[src/hdl/bspl_pkg.sv]
// Shared constants for the uniform cubic B-spline basis evaluator.
// No dependencies; used by the interfaces, the core and the checker.
package bspl_pkg;

  localparam int MAX_SEGMENTS_DEF = 256;
  localparam int FRAC_BITS_DEF    = 16;

  localparam int SEG_W  = 9;
  localparam int IDX_W  = 9;
  localparam int ADDR_W = 3;
  localparam int DATA_W = 32;

  typedef enum logic {
    REG_SEGMENTS = 1'b0,
    REG_NONE     = 1'b1
  } reg_idx_t;

  localparam logic [SEG_W-1:0] SEG_RESET = SEG_W'(1);

endpackage

[src/hdl/bspl_chan_if.sv]
// Valid/ready channels for input and result words of the B-spline evaluator.
// Depends on bspl_pkg for the index width.
interface bspl_in_if #(
  parameter int PW = bspl_pkg::FRAC_BITS_DEF + 1
);
  logic                        valid;
  logic                        ready;
  logic [bspl_pkg::IDX_W-1:0]  basis_index;
  logic [PW-1:0]               position;

  modport source (output valid, output basis_index, output position, input ready);
  modport sink   (input valid, input basis_index, input position, output ready);
endinterface

interface bspl_out_if #(
  parameter int PW = bspl_pkg::FRAC_BITS_DEF + 1
);
  logic                 valid;
  logic                 ready;
  logic [PW-1:0]        basis_value;
  logic signed [PW-1:0] basis_slope;

  modport source (output valid, output basis_value, output basis_slope, input ready);
  modport sink   (input valid, input basis_value, input basis_slope, output ready);
endinterface

[src/hdl/cubic_bspline_basis_eval_core.sv]
// Uniform cubic B-spline basis value and slope, eight-stage pipeline.
// Depends on bspl_pkg and the channel interfaces in bspl_chan_if.sv.
//
// Takes one word per cycle when the output is not stalled and gives one result
// word per input word, in order. The pipeline holds the position-by-segments
// product, the two squaring and cubing multiply rounds on the local fraction and
// its complement, the piece selection, and the divide-by-three done as a
// reciprocal multiply. Stalls on the output only hold full stages; empty stages
// still take new words. The segment count is written over the APB port at byte
// address 0 (zero reads as one, values above MAX_SEGMENTS are clamped); the user
// must write it only while idle, as the block itself does not enforce this.
module cubic_bspline_basis_eval_core #(
  parameter int MAX_SEGMENTS = bspl_pkg::MAX_SEGMENTS_DEF,
  parameter int FRAC_BITS    = bspl_pkg::FRAC_BITS_DEF
) (
  input  logic                          clk,
  input  logic                          rst_n,
  bspl_in_if.sink                       in_ch,
  bspl_out_if.source                    out_ch,
  input  logic                          cfg_psel,
  input  logic                          cfg_penable,
  input  logic                          cfg_pwrite,
  input  logic [bspl_pkg::ADDR_W-1:0]   cfg_paddr,
  input  logic [bspl_pkg::DATA_W-1:0]   cfg_pwdata,
  output logic [bspl_pkg::DATA_W-1:0]   cfg_prdata,
  output logic                          cfg_pready
);

  localparam int F     = FRAC_BITS;
  localparam int PW    = F + 1;
  localparam int SW    = bspl_pkg::SEG_W;
  localparam int XW    = PW + SW;
  localparam int SQW   = 2 * F + 1;
  localparam int CUW   = 2 * F + 2;
  localparam int VW    = F + 5;
  localparam int WW    = F + 2;
  localparam int DIV_K = WW + 2;
  localparam int PRW   = 2 * WW + 1;
  localparam int NSTG  = 8;

  localparam logic [WW:0]     DIV_M  = (WW+1)'(((64'd1 << DIV_K) + 64'd2) / 64'd3);
  localparam logic [SQW-1:0]  HALF_S = SQW'(1) << (F - 1);
  localparam logic [CUW-1:0]  HALF_C = CUW'(1) << (F - 1);
  localparam logic [PW-1:0]   ONE_P  = PW'(1) << F;
  localparam logic signed [VW-1:0] K1  = VW'(1);
  localparam logic signed [VW-1:0] K2  = VW'(2);
  localparam logic signed [VW-1:0] K3  = VW'(3);
  localparam logic signed [VW-1:0] K4  = VW'(4);
  localparam logic signed [VW-1:0] K6  = VW'(6);
  localparam logic signed [VW-1:0] ONE_S = VW'(1) << F;

  // configuration
  logic [SW-1:0] seg_r, seg_nxt;
  logic          cfg_wr;
  logic [SW-1:0] wr_val;

  assign cfg_pready = 1'b1;
  assign cfg_wr     = cfg_psel && cfg_penable && cfg_pwrite &&
                      (bspl_pkg::reg_idx_t'(cfg_paddr[2]) == bspl_pkg::REG_SEGMENTS);
  assign wr_val     = cfg_pwdata[SW-1:0];

  always_comb begin
    seg_nxt = seg_r;
    if (cfg_wr) begin
      if (wr_val == '0) begin
        seg_nxt = SW'(1);
      end else if (32'(wr_val) > 32'(MAX_SEGMENTS)) begin
        seg_nxt = SW'(MAX_SEGMENTS);
      end else begin
        seg_nxt = wr_val;
      end
    end
  end

  always_ff @(posedge clk) begin
    if (!rst_n) begin
      seg_r <= bspl_pkg::SEG_RESET;
    end else begin
      seg_r <= seg_nxt;
    end
  end

  always_comb begin
    cfg_prdata = '0;
    if (bspl_pkg::reg_idx_t'(cfg_paddr[2]) == bspl_pkg::REG_SEGMENTS) begin
      cfg_prdata = bspl_pkg::DATA_W'(seg_r);
    end
  end

  // pipeline control: a stage advances when empty or when the next one advances
  logic [NSTG-1:0] vld_r, vld_nxt, en;

  always_comb begin
    en[NSTG-1] = !vld_r[NSTG-1] || out_ch.ready;
    for (int k = NSTG - 2; k >= 0; k--) begin
      en[k] = !vld_r[k] || en[k+1];
    end
    vld_nxt[0] = en[0] ? in_ch.valid : vld_r[0];
    for (int k = 1; k < NSTG; k++) begin
      vld_nxt[k] = en[k] ? vld_r[k-1] : vld_r[k];
    end
  end

  always_ff @(posedge clk) begin
    if (!rst_n) begin
      vld_r <= '0;
    end else begin
      vld_r <= vld_nxt;
    end
  end

  assign in_ch.ready  = en[0];
  assign out_ch.valid = vld_r[NSTG-1];

  // stage 1: scaled position
  logic [SW-1:0] idx1_r;
  logic [XW-1:0] x1_r;

  always_ff @(posedge clk) begin
    if (en[0]) begin
      idx1_r <= in_ch.basis_index;
      x1_r   <= XW'(in_ch.position) * XW'(seg_r);
    end
  end

  // stage 2: piece select, support, fraction squares
  logic [SW:0]    xint;
  logic [SW+1:0]  sfull;
  logic [F-1:0]   frac;
  logic [PW-1:0]  gcomp;
  logic [1:0]     sel2_r;
  logic           sup2_r;
  logic [F-1:0]   fr2_r;
  logic [PW-1:0]  gm2_r;
  logic [SQW-1:0] ff2_r, gg2_r;

  assign xint  = x1_r[XW-1:F];
  assign sfull = (SW+2)'(xint) + (SW+2)'(3) - (SW+2)'(idx1_r);
  assign frac  = x1_r[F-1:0];
  assign gcomp = ONE_P - PW'(frac);

  always_ff @(posedge clk) begin
    if (en[1]) begin
      sel2_r <= sfull[1:0];
      sup2_r <= (sfull[SW+1:2] == '0);
      fr2_r  <= frac;
      gm2_r  <= gcomp;
      ff2_r  <= SQW'(frac) * SQW'(frac);
      gg2_r  <= SQW'(gcomp) * SQW'(gcomp);
    end
  end

  // stage 3: round squares
  logic [1:0]    sel3_r;
  logic          sup3_r;
  logic [F-1:0]  fr3_r;
  logic [PW-1:0] gm3_r, fsq3_r, gsq3_r;

  always_ff @(posedge clk) begin
    if (en[2]) begin
      sel3_r <= sel2_r;
      sup3_r <= sup2_r;
      fr3_r  <= fr2_r;
      gm3_r  <= gm2_r;
      fsq3_r <= PW'((ff2_r + HALF_S) >> F);
      gsq3_r <= PW'((gg2_r + HALF_S) >> F);
    end
  end

  // stage 4: cube products
  logic [1:0]     sel4_r;
  logic           sup4_r;
  logic [F-1:0]   fr4_r;
  logic [PW-1:0]  fsq4_r, gsq4_r;
  logic [CUW-1:0] fcu4_r, gcu4_r;

  always_ff @(posedge clk) begin
    if (en[3]) begin
      sel4_r <= sel3_r;
      sup4_r <= sup3_r;
      fr4_r  <= fr3_r;
      fsq4_r <= fsq3_r;
      gsq4_r <= gsq3_r;
      fcu4_r <= CUW'(fsq3_r) * CUW'(fr3_r);
      gcu4_r <= CUW'(gsq3_r) * CUW'(gm3_r);
    end
  end

  // stage 5: round cubes
  logic [1:0]    sel5_r;
  logic          sup5_r;
  logic [F-1:0]  fr5_r;
  logic [PW-1:0] fsq5_r, gsq5_r, fcb5_r, gcb5_r;

  always_ff @(posedge clk) begin
    if (en[4]) begin
      sel5_r <= sel4_r;
      sup5_r <= sup4_r;
      fr5_r  <= fr4_r;
      fsq5_r <= fsq4_r;
      gsq5_r <= gsq4_r;
      fcb5_r <= PW'((fcu4_r + HALF_C) >> F);
      gcb5_r <= PW'((gcu4_r + HALF_C) >> F);
    end
  end

  // stage 6: piece polynomials, halve, floor at zero
  logic signed [VW-1:0] f_s, fq_s, fc_s, gq_s, gc_s, vnum, snum, sr;
  logic [VW-1:0]        vu;
  logic [WW-1:0]        w6_r;
  logic [PW-1:0]        slope6_r;

  assign f_s  = $signed(VW'(fr5_r));
  assign fq_s = $signed(VW'(fsq5_r));
  assign fc_s = $signed(VW'(fcb5_r));
  assign gq_s = $signed(VW'(gsq5_r));
  assign gc_s = $signed(VW'(gcb5_r));

  always_comb begin
    unique case (sel5_r)
      2'd0: begin
        vnum = fc_s;
        snum = fq_s;
      end
      2'd1: begin
        vnum = K3 * (fq_s + f_s - fc_s) + ONE_S;
        snum = K2 * f_s - K3 * fq_s + ONE_S;
      end
      2'd2: begin
        vnum = K3 * fc_s - K6 * fq_s + K4 * ONE_S;
        snum = K3 * fq_s - K4 * f_s;
      end
      default: begin
        vnum = gc_s;
        snum = -gq_s;
      end
    endcase
    if (!sup5_r) begin
      vnum = '0;
      snum = '0;
    end
    vu = (vnum < 0) ? '0 : $unsigned(vnum);
    sr = (snum + K1) >>> 1;
  end

  always_ff @(posedge clk) begin
    if (en[5]) begin
      w6_r     <= WW'((vu + VW'(3)) >> 1);
      slope6_r <= sr[PW-1:0];
    end
  end

  // stage 7: divide by three via reciprocal
  logic [PRW-1:0] prod7_r;
  logic [PW-1:0]  slope7_r;

  always_ff @(posedge clk) begin
    if (en[6]) begin
      prod7_r  <= PRW'(w6_r) * PRW'(DIV_M);
      slope7_r <= slope6_r;
    end
  end

  // stage 8: output word
  logic [PW-1:0] value8_r, slope8_r;

  always_ff @(posedge clk) begin
    if (en[7]) begin
      value8_r <= PW'(prod7_r >> DIV_K);
      slope8_r <= slope7_r;
    end
  end

  assign out_ch.basis_value = value8_r;
  assign out_ch.basis_slope = $signed(slope8_r);

endmodule

[src/flat_wrapper.sv]
// flat-port wrapper written by rule: the top's interface ports become plain ports
module cubic_bspline_basis_eval_core_flat 
#(
  parameter int MAX_SEGMENTS = bspl_pkg::MAX_SEGMENTS_DEF,
  parameter int FRAC_BITS    = bspl_pkg::FRAC_BITS_DEF
)
  (clk, rst_n, cfg_psel, cfg_penable, cfg_pwrite, cfg_paddr, cfg_pwdata, cfg_prdata, cfg_pready, in_ch_valid, in_ch_basis_index, in_ch_position, in_ch_ready, out_ch_valid, out_ch_basis_value, out_ch_basis_slope, out_ch_ready);
  bspl_in_if #(.PW(((bspl_pkg::FRAC_BITS_DEF) + 1))) in_ch_i ();
  bspl_out_if #(.PW(((bspl_pkg::FRAC_BITS_DEF) + 1))) out_ch_i ();
  input  logic clk;
  input  logic rst_n;
  input  logic cfg_psel;
  input  logic cfg_penable;
  input  logic cfg_pwrite;
  input  logic [bspl_pkg::ADDR_W-1:0] cfg_paddr;
  input  logic [bspl_pkg::DATA_W-1:0] cfg_pwdata;
  output logic [bspl_pkg::DATA_W-1:0] cfg_prdata;
  output logic cfg_pready;
  input wire logic [$bits(in_ch_i.valid)-1:0] in_ch_valid;
  input wire logic [$bits(in_ch_i.basis_index)-1:0] in_ch_basis_index;
  input wire logic [$bits(in_ch_i.position)-1:0] in_ch_position;
  output wire logic [$bits(in_ch_i.ready)-1:0] in_ch_ready;
  output wire logic [$bits(out_ch_i.valid)-1:0] out_ch_valid;
  output wire logic [$bits(out_ch_i.basis_value)-1:0] out_ch_basis_value;
  output wire logic [$bits(out_ch_i.basis_slope)-1:0] out_ch_basis_slope;
  input wire logic [$bits(out_ch_i.ready)-1:0] out_ch_ready;
  assign in_ch_i.valid = in_ch_valid;
  assign in_ch_i.basis_index = in_ch_basis_index;
  assign in_ch_i.position = in_ch_position;
  assign in_ch_ready = in_ch_i.ready;
  assign out_ch_valid = out_ch_i.valid;
  assign out_ch_basis_value = out_ch_i.basis_value;
  assign out_ch_basis_slope = out_ch_i.basis_slope;
  assign out_ch_i.ready = out_ch_ready;
  cubic_bspline_basis_eval_core #(.MAX_SEGMENTS(MAX_SEGMENTS), .FRAC_BITS(FRAC_BITS)) u_core (.clk(clk), .rst_n(rst_n), .in_ch(in_ch_i), .out_ch(out_ch_i), .cfg_psel(cfg_psel), .cfg_penable(cfg_penable), .cfg_pwrite(cfg_pwrite), .cfg_paddr(cfg_paddr), .cfg_pwdata(cfg_pwdata), .cfg_prdata(cfg_prdata), .cfg_pready(cfg_pready));
endmodule
[config.mk]
export PLATFORM = sky130hd
export DESIGN_NAME = cubic_bspline_basis_eval_core_flat
export DESIGN_NICKNAME = d
export VERILOG_FILES = /design/src/hdl/bspl_pkg.sv /design/src/hdl/bspl_chan_if.sv /design/src/hdl/cubic_bspline_basis_eval_core.sv /design/src/flat_wrapper.sv
export SDC_FILE = /design/constraint.sdc
export NUM_CORES = 2
export LEC_CHECK = 0
export BUFFER_PORTS_ARGS = -buffer_cell sky130_fd_sc_hd__buf_2
export CORE_UTILIZATION = 40
export CTS_CLUSTER_DIAMETER = 40
export DETAILED_ROUTE_END_ITERATION = 10
export PLACE_DENSITY = 0.62
export SETUP_SLACK_MARGIN = 0.5
export SYNTH_ARGS = -nofsm -noshare
export SYNTH_HDL_FRONTEND = slang
export SYNTH_SLANG_ARGS = --single-unit
[constraint.sdc]
create_clock -name clk -period 22.6 [get_ports clk]
set_input_delay 2.26 -clock clk [delete_from_list [all_inputs] [get_ports clk]]
set_output_delay 2.26 -clock clk [all_outputs]
set_load 0.05 [all_outputs]
==> Yosys cells after proc, flatten, opt, wreduce, memory -nomap -nowiden <==
Cells that the tools add are included.
{ "classes": {"eq_ne": 2, "order_cmp": 2, "n_reduce_logical": 22, "muxes": 8, "n_bitwise": 1, "n_addsub": 18, "n_mul": 10} }
{ "op_table": {"columns": ["operator", "count"], "rows": [
  ["adder 33 x 16 -> 33 bit, second input constant", 3],
  ["multiplier 17 x 17 -> 33 bit", 2],
  ["one-hot mux 21 bit (3 select lines)", 1],
  ["one-hot mux 18 bit (3 select lines)", 1],
  ["multiplier 2 x 17 -> 19 bit, first input constant", 2],
  ["multiplier 18 x 18 -> 36 bit, second input constant", 1],
  ["adder 32 x 16 -> 33 bit, second input constant", 1],
  ["multiplier 17 x 16 -> 33 bit", 1],
  ["multiplier 16 x 16 -> 32 bit", 1],
  ["2-to-1 mux 9 bit", 3],
  ["multiplier 17 x 9 -> 26 bit", 1],
  ["adder 21 x 18 -> 21 bit, second input constant", 1],
  ["adder 21 x 20 -> 21 bit, second input constant", 1],
  ["< comparator 21 x 1 -> 1 bit, second input constant", 1],
  ["multiplier 3 x 21 -> 21 bit, first input constant", 1],
  ["2-to-1 mux 21 bit", 1],
  ["subtractor 21 x 18 -> 21 bit", 1],
  ["subtractor 21 bit", 1],
  ["adder 19 x 2 -> 19 bit, second input constant", 1],
  ["2-to-1 mux 19 bit", 1],
  ["adder 17 x 16 -> 18 bit", 1],
  ["adder 18 bit, second input constant", 1],
  ["adder 18 x 2 -> 18 bit, second input constant", 1],
  ["zero test 9 bit", 2],
  ["16 further kinds", 32]
]} }
{ "totals": {"regBits": 551, "in_bits": 68, "elab_cells": 106, "out_inout_bits": 69} }

==> Depth between registers and ports, before layout <==
{ "logic_depth": {"depth_word": 9, "ltp_mapped": 40, "depth_no_buf": 39} }

==> Worst setup path after synthesis <==
No wires, ideal clock.
{ "synth_path": {"kind": "reg-to-reg", "start": "register u_core.fsq5_r[0]", "end": "register u_core.w6_r[15] (data pin)", "setup_time_ns": 0.261, "n_path_buf": 1, "t_required_ns": 22.339, "t_arrival_ns": 8.125, "slack_ns": 14.214, "path_stages_with_launch": 40, "period_less_slack_ns": 8.386, "path_cell_list": "edfxtp_1 ha_1 fa_1 a21o_1 a21oi_1 o21bai_1 a21oi_1 o21bai_1 a21oi_1 o21ai_1 o41ai_1 nor2b_1 o21ai_1 a21oi_1 ha_1 a21o_1 a21oi_1 nand3b_1 (+4 left out) xnor2_1 ha_1 a21oi_1 o21ai_0 a41oi_1 nor4_1 nand4bb_1 or2_1 buf_6 nand2b_1 ha_1 nand3b_1 nor3b_1 and2_1 nand3_1 or4_4 nor3_1 nor3b_2"} }
{ "synth_between": {"elab_chain_cells": 9, "word_cells_on_any_way": 12, "classes_between": "add/sub (6); mul (2); order compare (1); mux (3)"} }
{ "synth_lines": {"columns": ["item", "line", "source"], "rows": [
  ["start: declaration", "cubic_bspline_basis_eval_core.sv:193", "logic [PW-1:0] fsq5_r, gsq5_r, fcb5_r, gcb5_r;"],
  ["start signal: assignment", "cubic_bspline_basis_eval_core.sv:200", "fsq5_r <= fsq4_r;"],
  ["adder 17 x 16 -> 18 bit", "cubic_bspline_basis_eval_core.sv:226", "vnum = K3 * (fq_s + f_s - fc_s) + ONE_S;"],
  ["subtractor 21 x 18 -> 21 bit", "cubic_bspline_basis_eval_core.sv:226", null],
  ["multiplier 3 x 21 -> 21 bit", "cubic_bspline_basis_eval_core.sv:226", null],
  ["adder 21 x 18 -> 21 bit", "cubic_bspline_basis_eval_core.sv:226", null],
  ["one-hot mux 21 bit (3 select lines) (*)", "cubic_bspline_basis_eval_core.sv:220", "unique case (sel5_r)"],
  ["2-to-1 mux 21 bit (*)", "cubic_bspline_basis_eval_core.sv:238", "if (!sup5_r) begin"],
  ["< comparator 21 x 1 -> 1 bit", "cubic_bspline_basis_eval_core.sv:242", "vu = (vnum < 0) ? '0 : $unsigned(vnum);"],
  ["2-to-1 mux 19 bit (*)", "cubic_bspline_basis_eval_core.sv:242", null],
  ["adder 19 x 2 -> 19 bit (*)", "cubic_bspline_basis_eval_core.sv:248", "w6_r <= WW'((vu + VW'(3)) >> 1);"],
  ["end signal: assignment", "cubic_bspline_basis_eval_core.sv:248", null],
  ["end: declaration", "cubic_bspline_basis_eval_core.sv:210", "logic [WW-1:0] w6_r;"]
]} }
Mark *: on every way between the ends. The rest lies on a longest branch, timed or not.
A chain may end at the register's enable or synchronous reset.

==> Final worst setup path <==
{ "layout_path": {"start": "register u_core.x1_r[4]", "end": "register u_core.gg2_r[26] (data pin)"} }
{ "layout_between": {"elab_chain_cells": 2} }
{ "layout_lines": {"columns": ["item", "line", "source"], "rows": [
  ["start: declaration", "cubic_bspline_basis_eval_core.sv:117", "logic [XW-1:0] x1_r;"],
  ["start signal: assignment", "cubic_bspline_basis_eval_core.sv:122", "x1_r <= XW'(in_ch.position) * XW'(seg_r);"],
  ["subtractor 17 x 16 -> 17 bit", "cubic_bspline_basis_eval_core.sv:140", "assign gcomp = ONE_P - PW'(frac);"],
  ["net u_core.gcomp[12]", "cubic_bspline_basis_eval_core.sv:130", "logic [PW-1:0] gcomp;"],
  ["multiplier 17 x 17 -> 33 bit", "cubic_bspline_basis_eval_core.sv:149", "gg2_r <= SQW'(gcomp) * SQW'(gcomp);"],
  ["end signal: assignment", "cubic_bspline_basis_eval_core.sv:149", null],
  ["end: declaration", "cubic_bspline_basis_eval_core.sv:135", "logic [SQW-1:0] ff2_r, gg2_r;"]
]} }
The timed path passes the listed nets, and every way through them passes these cells.

==> run_results.csv <==
group,metric,value,unit
worst_hold_path,min_from,"u_core.fr2_r[7]",
sta,tightest_slew,1234,ps
grt,grt_pass1_vias,47510,
placed_design,globalplace.congestion,0.8947,
floorplan,ios,137,
worst_setup_path,worst-r2r-cell-count,28,
clocking,postCtsHoldBufs,0,
placed_design,dpl_cell_area,69370,sq um
worst_setup_path,crit_arrival,10280,ps
worst_setup_path,r2r-end,"u_core.gg2_r[26]",
worst_setup_path,r2r_start,"u_core.x1_r[4]",
clocking,cts-resized-gates,0,
sta,maxClockFrequency,101.3,MHz
sta,hold_viol,0,
floorplan,die_width,409.4,um
detailed_routing,dr.pass1.iters,5,
clocking,cts_root_buffer,"clkbuf_16",
grt,grt_max_degree,87,
worst_setup_path,critPathLaunchType,"flop",
detailed_routing,drt_wl_total,148600,um
sta,period_minus_slack,9874,ps
floorplan,die_h,409.4,um
detailed_routing,drt_iter0_markers,2335,
clocking,cts_num_sinks,470,
worst_setup_path,crit_path_max_incr_delay,960,ps
finish,stdcell_count,8962,
worst_setup_path,path_class,"flop to flop",
sta,whs,399.1,ps
grt,grtUsageTotal,0.1827,
yosys,synth_edf_count,453,
yosys,synthArstFlopShare,0,
placed_design,dp_hpwl,118000,um
floorplan,row_count,149,
finish,drive_above_1_share,0.04902,
placed_design,port-buffer-count,87,
job,max_cap_viol_count,0,
clocking,cts_setup_buffers,0,
yosys,synth_seq_area_share,0.2100,
worst_setup_path,end_kind,"flop",
floorplan,core,164800,sq um
yosys,syn_area,66380,sq um
grt,gr-total-overflow,0,
detailed_routing,antenna_left,0,
sta,fin_tns_setup,0,ps
grt,grt_pass1_wl,246000,um
yosys,synth_cell_type_count,92,
clocking,clkTransAtPathRegs,50,ps
yosys,ys.flop_type,"edfxtp_1",
worst_setup_path,path_buf_inv,8,
finish,area_growth,8.410,%
worst_hold_path,hold_depth,0,
yosys,synth_area_per_cell,9.997,sq um
floorplan,initial_utilization,0.4028,
yosys,ys_ff_latch,470,
clocking,cts_inserted_buffers,76,
clocking,clock_latency,690,ps
detailed_routing,viasPerCell,5.003,
worst_setup_path,required,23010,ps
clocking,cts_buffer_depth,3,
sta,fin_skew,43.82,ps
worst_hold_path,min_path_type,"flop to flop",
finish,final_area,71970,sq um
yosys,ys_warn_count,0,
finish,antenna_cells,0,
detailed_routing,post-route-drc-count,0,
placed_design,place_inst,8822,
status,status,"complete, no violations",
detailed_routing,wl_per_cell,16.58,um
floorplan,dieArea,167600,sq um
sta,rsz0062_at_grt,"false",
grt,grt_antenna_before_repair,2,
finish,nNetsFinal,8616,
sta,drv_slew,0,
sta,setup_viol,0,
finish,n_fill_cell,15680,
worst_setup_path,critPathTopFamily,"adder cells",
yosys,syn_inst,6640,
worst_hold_path,min_to,"u_core.fr3_r[7]",
worst_setup_path,slowest_stage,"xnor2_1",
worst_setup_path,r2r_setup_slack,12730,ps
worst_setup_path,critPathMaxFanout,15,
sta,max_slew_margin,0.1771,
sta,fin_crit_sh,0.4369,
clocking,h-tree-depth,3,
detailed_routing,vias,44840,
clocking,tritoncts,"built",
layer usage:
| metal | GRT usage | up-vias | wire length, um | part of all wire |
|---|---|---|---|---|
| li1 | - | 21120 | - | - |
| met1 | 0.2405 | 22450 | 65470 | 0.44 |
| met2 | 0.3161 | 1041 | 72740 | 0.49 |
| met3 | 0.02435 | 222 | 7177 | 0.048 |
| met4 | 0.04555 | 2 | 3196 | 0.022 |
| met5 | 0 | - | 7 | 0.000047 |
worst reg2reg max path: cells and delay by family, from the launching register on:
family,cells,cell delay [ps]
compound gates,6,1680
flops,1,700
xor+xnor,2,1120
buf+inv,8,1350
fa+ha+maj,7,3260
simple gates,5,1520
area by class of cell:
cell class / count / area (sq um) / area share
well taps: 2189 / 2739 / 0.03806
clock buffers: 82 / 1924 / 0.02674
clock inverters: 58 / 675.6 / 0.009389
flip-flops and latches: 470 / 13940 / 0.1938
repair buffers: 154 / 938.4 / 0.01304
inverters: 1459 / 5478 / 0.07612
multi-input cells: 4550 / 46270 / 0.6429
cells in the final DEF (no fill, tap or decap), types with 35 or more instances in the layout:
| cell type | netlist | final |
|---|---|---|
| xnor2_1 | 240 | 240 |
| and3_1 | 41 | 41 |
| a21o_1 | 74 | 74 |
| and2_1 | 316 | 316 |
| buf_4 | 26 | 67 |
| buf_2 | 1 | 87 |
| inv_1 | 1444 | 1439 |
| nor3_1 | 73 | 72 |
| clkbuf_16 | 0 | 76 |
| o21a_1 | 55 | 55 |
| edfxtp_1 | 453 | 453 |
| nor2_1 | 260 | 260 |
| xor2_1 | 108 | 108 |
| ha_1 | 830 | 830 |
| o21ai_0 | 61 | 61 |
| conb_1 | 2 | 35 |
| nand2_1 | 732 | 730 |
| a21oi_1 | 166 | 166 |
| nor2b_1 | 56 | 56 |
| fa_1 | 1007 | 1007 |
| nand3_1 | 66 | 66 |
worst max-delay path by stage:
| stage | depth (start not counted) | end | start |
|---|---|---|---|
| final | 28 | u_core.gg2_r[26] | u_core.x1_r[4] |
| after global routing | 38 | u_core.w6_r[15] | u_core.fsq5_r[0] |
| after CTS | 28 | u_core.gg2_r[26] | u_core.x1_r[4] |
| after detailed placement | 28 | u_core.gg2_r[26] | u_core.x1_r[4] |
| after global placement | 28 | u_core.gg2_r[26] | u_core.x1_r[4] |
| after floorplan | 39 | u_core.w6_r[15] | u_core.fsq5_r[0] |
kinds of logic (layout without fill, tap and decap cells):
| logic type | count (synthesis) | after routing | synth area share |
|---|---|---|---|
| fa+ha+maj | 1837 | 1837 | 0.4601 |
| simple gates | 1700 | 1700 | 0.1219 |
| buf+inv | 1653 | 1753 | 0.09507 |
| compound gates | 612 | 612 | 0.06177 |
| flops | 470 | 470 | 0.2100 |
| xor+xnor | 348 | 348 | 0.04591 |
| mux | 18 | 18 | 0.005014 |
| other cells | 2 | 35 | 0.0001131 |
sequential cells by signal, indices dropped and copies added (netlist names), 17 cells and up:
register                   cells
u_core.x1_r                   26
u_core.gg2_r                  19
u_core.fcu4_r                 18
u_core.gcu4_r                 18
u_core.w6_r                   18
u_core.fcb5_r                 17
u_core.ff2_r                  17
u_core.fsq3_r                 17
u_core.fsq4_r                 17
u_core.fsq5_r                 17
u_core.gcb5_r                 17
u_core.gm3_r                  17
u_core.gsq3_r                 17
u_core.gsq4_r                 17
u_core.gsq5_r                 17
u_core.out_ch.basis_slope     17
u_core.out_ch.basis_value     17
u_core.prod7_r                17
u_core.slope6_r               17
u_core.slope7_r               17
cell usage after synthesis, types with 6 or more instances:
cell	count	area, sq um
o31a_1	11	96.34
o21a_1	55	412.9
or2_2	9	56.30
a21oi_1	166	830.8
a2111oi_0	9	78.83
dfxtp_1	17	340.3
o211ai_1	22	165.2
ha_1	830	10380
inv_1	1444	5420
o31ai_1	14	105.1
buf_1	10	37.54
a211oi_1	29	217.7
nand4_1	32	200.2
nor4_1	12	75.07
and4_1	6	52.55
nor2_1	260	975.9
or4_1	7	52.55
clkbuf_1	156	585.6
o21ai_1	34	170.2
a31oi_1	15	93.84
or3_1	27	168.9
nor3_1	73	365.4
nand2_1	732	2748
nand2b_1	28	175.2
buf_4	26	195.2
clkinv_1	11	41.29
xor2_1	108	945.9
a21o_1	74	555.5
mux4_2	12	270.3
o211a_1	6	60.06
a211o_1	10	87.58
fa_1	1007	20160
and2_1	316	1977
o2111ai_1	11	96.34
o41ai_1	6	52.55
o21bai_1	28	210.2
nor2b_1	56	350.3
nor3b_1	15	112.6
o21ai_0	61	305.3
edfxtp_1	453	13600
o221ai_1	6	52.55
nand3_1	66	330.3
xnor2_1	240	2102
and3_1	41	256.5
stage by stage:
step,setup slack (ps),utilization
2_1_floorplan,14210,-
3_3_place_gp,12980,0.4209
3_5_place_dp,12870,0.4209
4_1_cts,12800,0.4367
5_1_grt,11910,0.4367
6_report,12730,0.4367
Power is not shown: default switching activity piles up to over one toggle a cycle in this logic, so the estimate is an artifact.
